## src/hw/rtl/i2sdc_pkg.sv

```systemverilog
// Shared widths, register indexes and reset values for the I2S DC blocker.
package i2sdc_pkg;

    localparam int WordW    = 32;
    localparam int SampleW  = 24;
    localparam int DiffW    = SampleW + 1;
    localparam int FracW    = 16;
    localparam int YW       = 50;
    localparam int SumW     = YW + 2;
    localparam int CoefW    = 16;
    localparam int ShiftW   = 4;
    localparam int OutW     = 16;
    localparam int CfgIdxW  = 2;
    localparam int CfgDataW = 16;
    localparam int YHalfW   = YW / 2;

    typedef enum logic [CfgIdxW-1:0] {
        CFG_MIC_SLOT   = 2'd0,
        CFG_POLE_COEF  = 2'd1,
        CFG_GAIN_SHIFT = 2'd2
    } t_cfg_index;

    localparam logic              MicSlotReset = 1'b0;
    localparam logic [CoefW-1:0]  PoleReset    = 16'd65202;
    localparam logic [ShiftW-1:0] ShiftReset   = 4'd5;

    typedef logic signed [YW-1:0]      t_acc;
    typedef logic signed [SampleW-1:0] t_sample24;

endpackage

```

## src/hw/rtl/i2sdc_round_sat.sv

```systemverilog
// Output scaling: divide by 2^(16+shift), round half to even, saturate to int16.
module i2sdc_round_sat
    import i2sdc_pkg::*;
(
    input  t_acc                    i_y,
    input  logic [ShiftW-1:0]       i_shift,
    output logic signed [OutW-1:0]  o_sample
);

    localparam logic signed [YW:0] QMax = (YW+1)'(32767);
    localparam logic signed [YW:0] QMin = -(YW+1)'(32768);

    logic [ShiftW:0]     s_amt;
    t_acc                s_q;
    logic [YW-1:0]       s_low_mask;
    logic [YW-1:0]       s_rem;
    logic [YW-1:0]       s_half;
    logic                s_up;
    logic signed [YW:0]  s_qr;

    always_comb begin
        s_amt      = (ShiftW+1)'(FracW) + {1'b0, i_shift};
        s_q        = i_y >>> s_amt;
        s_low_mask = ~({YW{1'b1}} << s_amt);
        s_rem      = i_y & s_low_mask;
        s_half     = YW'(1) << (s_amt - (ShiftW+1)'(1));
        // Round up past the half point, or at exactly half when the quotient is odd.
        s_up       = (s_rem > s_half) || ((s_rem == s_half) && s_q[0]);
        s_qr       = {s_q[YW-1], s_q} + (YW+1)'(s_up);
        if (s_qr > QMax) begin
            o_sample = QMax[OutW-1:0];
        end else if (s_qr < QMin) begin
            o_sample = QMin[OutW-1:0];
        end else begin
            o_sample = s_qr[OutW-1:0];
        end
    end

endmodule
```

## config.mk

```make
export PLATFORM = sky130hd
export DESIGN_NAME = i2sdc_round_sat
export DESIGN_NICKNAME = d
export VERILOG_FILES = /design/src/hw/rtl/i2sdc_pkg.sv /design/src/hw/rtl/i2sdc_round_sat.sv
export SDC_FILE = /design/constraint.sdc
export NUM_CORES = 1
export LEC_CHECK = 0
export BUFFER_PORTS_ARGS = -buffer_cell sky130_fd_sc_hd__buf_2
export CAP_MARGIN = 10
export CORE_MARGIN = 2
export CORE_UTILIZATION = 61
export DETAILED_ROUTE_END_ITERATION = 6
export GPL_TIMING_DRIVEN = 0
export PLACE_DENSITY_LB_ADDON = 0.15
export SLEW_MARGIN = 0
export SYNTH_ARGS = -nofsm -noshare
export SYNTH_HDL_FRONTEND = slang
export SYNTH_SLANG_ARGS = --single-unit
```

## constraint.sdc

```tcl
create_clock -name vclk -period 7.8
set_clock_uncertainty 0.2 [all_clocks]
set_input_delay 0.78 -clock vclk [all_inputs]
set_output_delay 0.78 -clock vclk [all_outputs]
set_load 0.03 [all_outputs]
```

# Word-level counts from Yosys, hierarchy flattened
# Cells that the tools add are included.
[totals] mem_count=0 output_inout_bits=16 register_bits=0 latchBits=0 mem_bits_ro=0 ramBits=0 word_cells=16
[op_classes] reduce_logical=2 n_shift=3 mul=0 n_lt_le_gt_ge=3 eq_ne=1 n_div=0 muxes=2 addsub=3 bitwise=2
[ops] op="adder 50 x 2 -> 51 bit" count=1
[ops] op="greater-than comparator 51 x 16 -> 1 bit (second input constant)" count=1
[ops] op="less-than comparator 51 x 16 -> 1 bit (second input constant)" count=1
[ops] op="bitwise AND 50 bit" count=1
[ops] op="equality test 50 bit" count=1
[ops] op="greater-than comparator 50 bit" count=1
[ops] op="inverter 50 bit" count=1
[ops] op="<< shifter 1 x 5 -> 50 bit (first input constant)" count=1
[ops] op="<< shifter 50 x 5 -> 50 bit (first input constant)" count=1
[ops] op=">>> shifter 50 x 5 -> 50 bit" count=1
[ops] op="two-way mux 16 bit" count=2
[ops] op="adder 5 x 4 -> 5 bit (first input constant)" count=1
[ops] op="subtractor 5 x 1 -> 5 bit (second input constant)" count=1
[ops] op="logical AND 1 bit" count=1
[ops] op="logical OR 1 bit" count=1

# Logic depth before layout (Yosys ltp)
[depth] ltp_word=11 mapped_depth=30 depth_no_buf=26

# Least setup slack after synthesis
# OpenSTA, ideal clock, no wires.
[synth_path] kind="input-to-output" startpoint="in i_shift[2]" endpoint="out o_sample[0]" arrival_time_ns=6.434 cell_stages=27 n_path_buf=4 setup_slack_ns=0.386 cell_sequence="clkinv_1 > buf_1 > clkbuf_1 > ha_1 > clkbuf_1 > nand3_1 > ha_1 > a21o_1 > a21o_1 > a221oi_1 > o21ai_0 > a221o_1 > a21oi_1 > o21ai_0 > a221oi_1 > o21ai_0 > ha_1 > and4_1 > o221ai_2 > nor3b_2 > inv_1 > o31a_1 > nand4_1 > nor4_1 > a31oi_1 > buf_2 > o21ai_0"
[synth_between] elab_chain_len=11 elab_cells_between_ends=16
[synth_lines] element="start: declaration" line_no="i2sdc_round_sat.sv:6" text="input logic [ShiftW-1:0] i_shift,"
[synth_lines] element="adder 5 x 4 -> 5 bit *" line_no="i2sdc_round_sat.sv:22" text="s_amt = (ShiftW+1)'(FracW) + {1'b0, i_shift};"
[synth_lines] element="branches (longest 6 deep; another with greater-than comparator 50 bit)"
[synth_lines] element="adder 50 x 2 -> 51 bit *" line_no="i2sdc_round_sat.sv:29" text="s_qr = {s_q[YW-1], s_q} + (YW+1)'(s_up);"
[synth_lines] element="less-than comparator 51 x 16 -> 1 bit" line_no="i2sdc_round_sat.sv:32" text="end else if (s_qr < QMin) begin"
[synth_lines] element="two-way mux 16 bit" line_no="i2sdc_round_sat.sv:32"
[synth_lines] element="two-way mux 16 bit *" line_no="i2sdc_round_sat.sv:30" text="if (s_qr > QMax) begin"
[synth_lines] element="end: declaration" line_no="i2sdc_round_sat.sv:7" text="output logic signed [OutW-1:0] o_sample"
# Every way passes the cells marked *.

# Final worst setup path
[layout_path] startpoint="in i_shift[0]" endpoint="out o_sample[12]"
# Same word-level chain as after synthesis.

==> results.json <==
{
  "drt_first_iter_violations": 510,
  "cap_violations": 0,
  "final_nets": 736,
  "yosys-top-cells-area": "mux4_1, ha_1, mux2_2",
  "slew_viol_final": 0,
  "totalWireLength_mm": 14.8,
  "hold_path_class": "in -> out",
  "clkPwrFrac": 0,
  "grt_overflow": 0,
  "num_rows": 31,
  "yosysSeqAreaShare": 0,
  "place_congestion": 0.985,
  "drc": 0,
  "placed_area_um2": 4920,
  "maxSlewHeadroom": 0.353,
  "grt_max_degree": 20,
  "final_cells": 744,
  "min_to": "o_sample[15]",
  "synth_compound_area_frac": 0.243,
  "crit_path_end_kind": "output port",
  "fin_tns_setup_ns": 0,
  "max_freq_mhz": 131,
  "synth_top_area_cell": "mux4_1",
  "internal_power_uw": 146,
  "regArea_um2": 0,
  "yosysWarnings": 0,
  "slowest_delay_ns": 0.42,
  "cellPowerDensity_nw_per_um2": 68.9,
  "p_leak_nw": 2.16,
  "grt_pass1_wl_mm": 23.0,
  "finalHoldViolCount": 0,
  "drive_gt1_frac": 0.276,
  "wl_per_cell_um": 19.9,
  "antenna_cells": 0,
  "io_buffers": 67,
  "yosysTopAreaCellShare": 0.125,
  "final_cell_area_um2": 5150,
  "final_util": 0.722,
  "postSynthCellCount": 563,
  "post-place-cells": 741,
  "avgViaCountPerCell": 6.77,
  "period_needed_ns": 7.64,
  "worstPathRequired_ns": 6.82,
  "period_share": 0.979,
  "synth_common_cells": "nand2_1, ha_1, o21ai_0",
  "design.die.area_um2": 7940,
  "track_usage": 0.365,
  "synth_xor_area_frac": 0.0535,
  "start_util": 0.619,
  "die_h_um": 89.1,
  "synth_adder_area_share": 0.0991,
  "synth_cell_types": 76,
  "area_growth_pct": 16.5,
  "drt_pass1_iterations": 6,
  "crit_top_cell": "buf_6",
  "critical_path_class": "in -> out",
  "cp.arrival_ns": 6.66,
  "grt_pass1_vias": 4543,
  "seq_cell_count": 0,
  "cts_hold_buf": 0,
  "setup.worst_path.start_class": "input pin",
  "hold_slack_ns": 2.21,
  "outcome": "finished clean",
  "comb_power_share": 1.000,
  "ios": 70,
  "die_width_um": 89.1,
  "synth.avg_cell_area_um2": 7.85,
  "core-area_um2": 7140,
  "postRouteAntennaNets": 0,
  "swShare": 0.588,
  "p_sw_uw": 209,
  "cp_max_fo": 10,
  "whs_path_depth": 5,
  "worstMarginPinSlew_ns": 0.959,
  "final.fill_count": 637,
  "antenna_found_initial": 0,
  "cp_slowest_cell": "a2111oi_4",
  "vias": 5034,
  "pwr-share-seq": 0,
  "synth_mux_area_frac": 0.289,
  "ir_drop_mv": 0.0321,
  "setup_violations": 0,
  "hold_path_startpoint": "i_y[49]",
  "yosys.area_share.simple": 0.236,
  "hpwl_mm": 11.8,
  "synth_top_family_by_area": "multiplexers",
  "nClkBuffers": 0,
  "yosysMostFrequentCell": "nand2_1",
  "netlist_area_um2": 4420
}
==> timing repair <==
item,4_1_cts,5_1_grt
setup buffers,4,4
gates resized for setup,28,42
endpoints found under the setup margin,15,15
pin swaps,5,10
==> worst max path at each step <==
stage / from / end / cells past startpoint
6_report: i_shift[0] / o_sample[12] / 31
5_1_grt: i_shift[0] / o_sample[12] / 31
4_1_cts: i_shift[0] / o_sample[6] / 31
3_5_place_dp: i_shift[2] / o_sample[1] / 29
3_3_place_gp: i_shift[2] / o_sample[5] / 29
2_1_floorplan: i_shift[2] / o_sample[0] / 27
==> kinds of logic after synthesis <==
kind of cell               Yosys count
buffers and inverters               58
AOI/OAI and AO/OA                  157
adders and majority gates           35
and+or+nand+nor                    204
xor gates and xnor gates            27
muxes                               80
other                                2
==> through the flow <==
step | setup slack, ns | power [mW]
after floorplan | 0.386 | 0.240
after global routing | -0.0253 | 0.383
after global placement | -1.10 | 0.322
after CTS | 0.00348 | 0.336
final | 0.164 | 0.355
after detailed placement | -1.14 | 0.329
==> power groups by stage <==
stage,logic [mW],clock network (mW),registers [mW]
after global routing,0.383,0,0
final,0.355,0,0
after detailed placement,0.329,0,0
after CTS,0.336,0,0
after global placement,0.322,0,0
after floorplan,0.240,0,0
==> worst max-delay path: cells and delay by family <==
kind / cells / cell delay, ns
AOI/OAI and AO/OA: 12 / 2.57
adders and majority gates: 3 / 0.71
buffers and inverters: 10 / 1.33
and+or+nand+nor: 6 / 1.27
==> area by class of cell <==
type | count | area, µm² | share of cell area
Tap cell | 99 | 124 | 0.0241
Timing Repair Buffer | 75 | 400 | 0.0777
Multi-Input combinational cell | 517 | 4250 | 0.826
Inverter | 17 | 68.8 | 0.0134
Buffer | 36 | 304 | 0.0590
==> layout by cell type (no fill, tap or decap), drive strengths merged, types with 9 or more instances in the layout <==
cell | Yosys | final
nand3 | 24 | 24
mux2 | 26 | 26
xor2 | 12 | 12
nand2 | 60 | 60
inv | 16 | 16
mux4 | 28 | 28
mux2i | 26 | 26
a21oi | 28 | 28
nand2b | 11 | 11
nand4 | 11 | 11
nor2b | 9 | 9
nor2 | 34 | 34
a21o | 13 | 13
o21ai | 46 | 46
xnor2 | 15 | 15
buf | 29 | 103
conb | 2 | 14
ha | 35 | 35
==> layer usage <==
layer / vias up / share of wire / GRT usage
met3: 41 / 0.10 / 0.0508
met2: 329 / 0.47 / 0.614
met1: 2322 / 0.41 / 0.496
li1: 2342 / - / -
met5: - / 0 / 0
met4: 0 / 0.027 / 0.0882
Note: power is estimated with default switching activity, not from simulation.
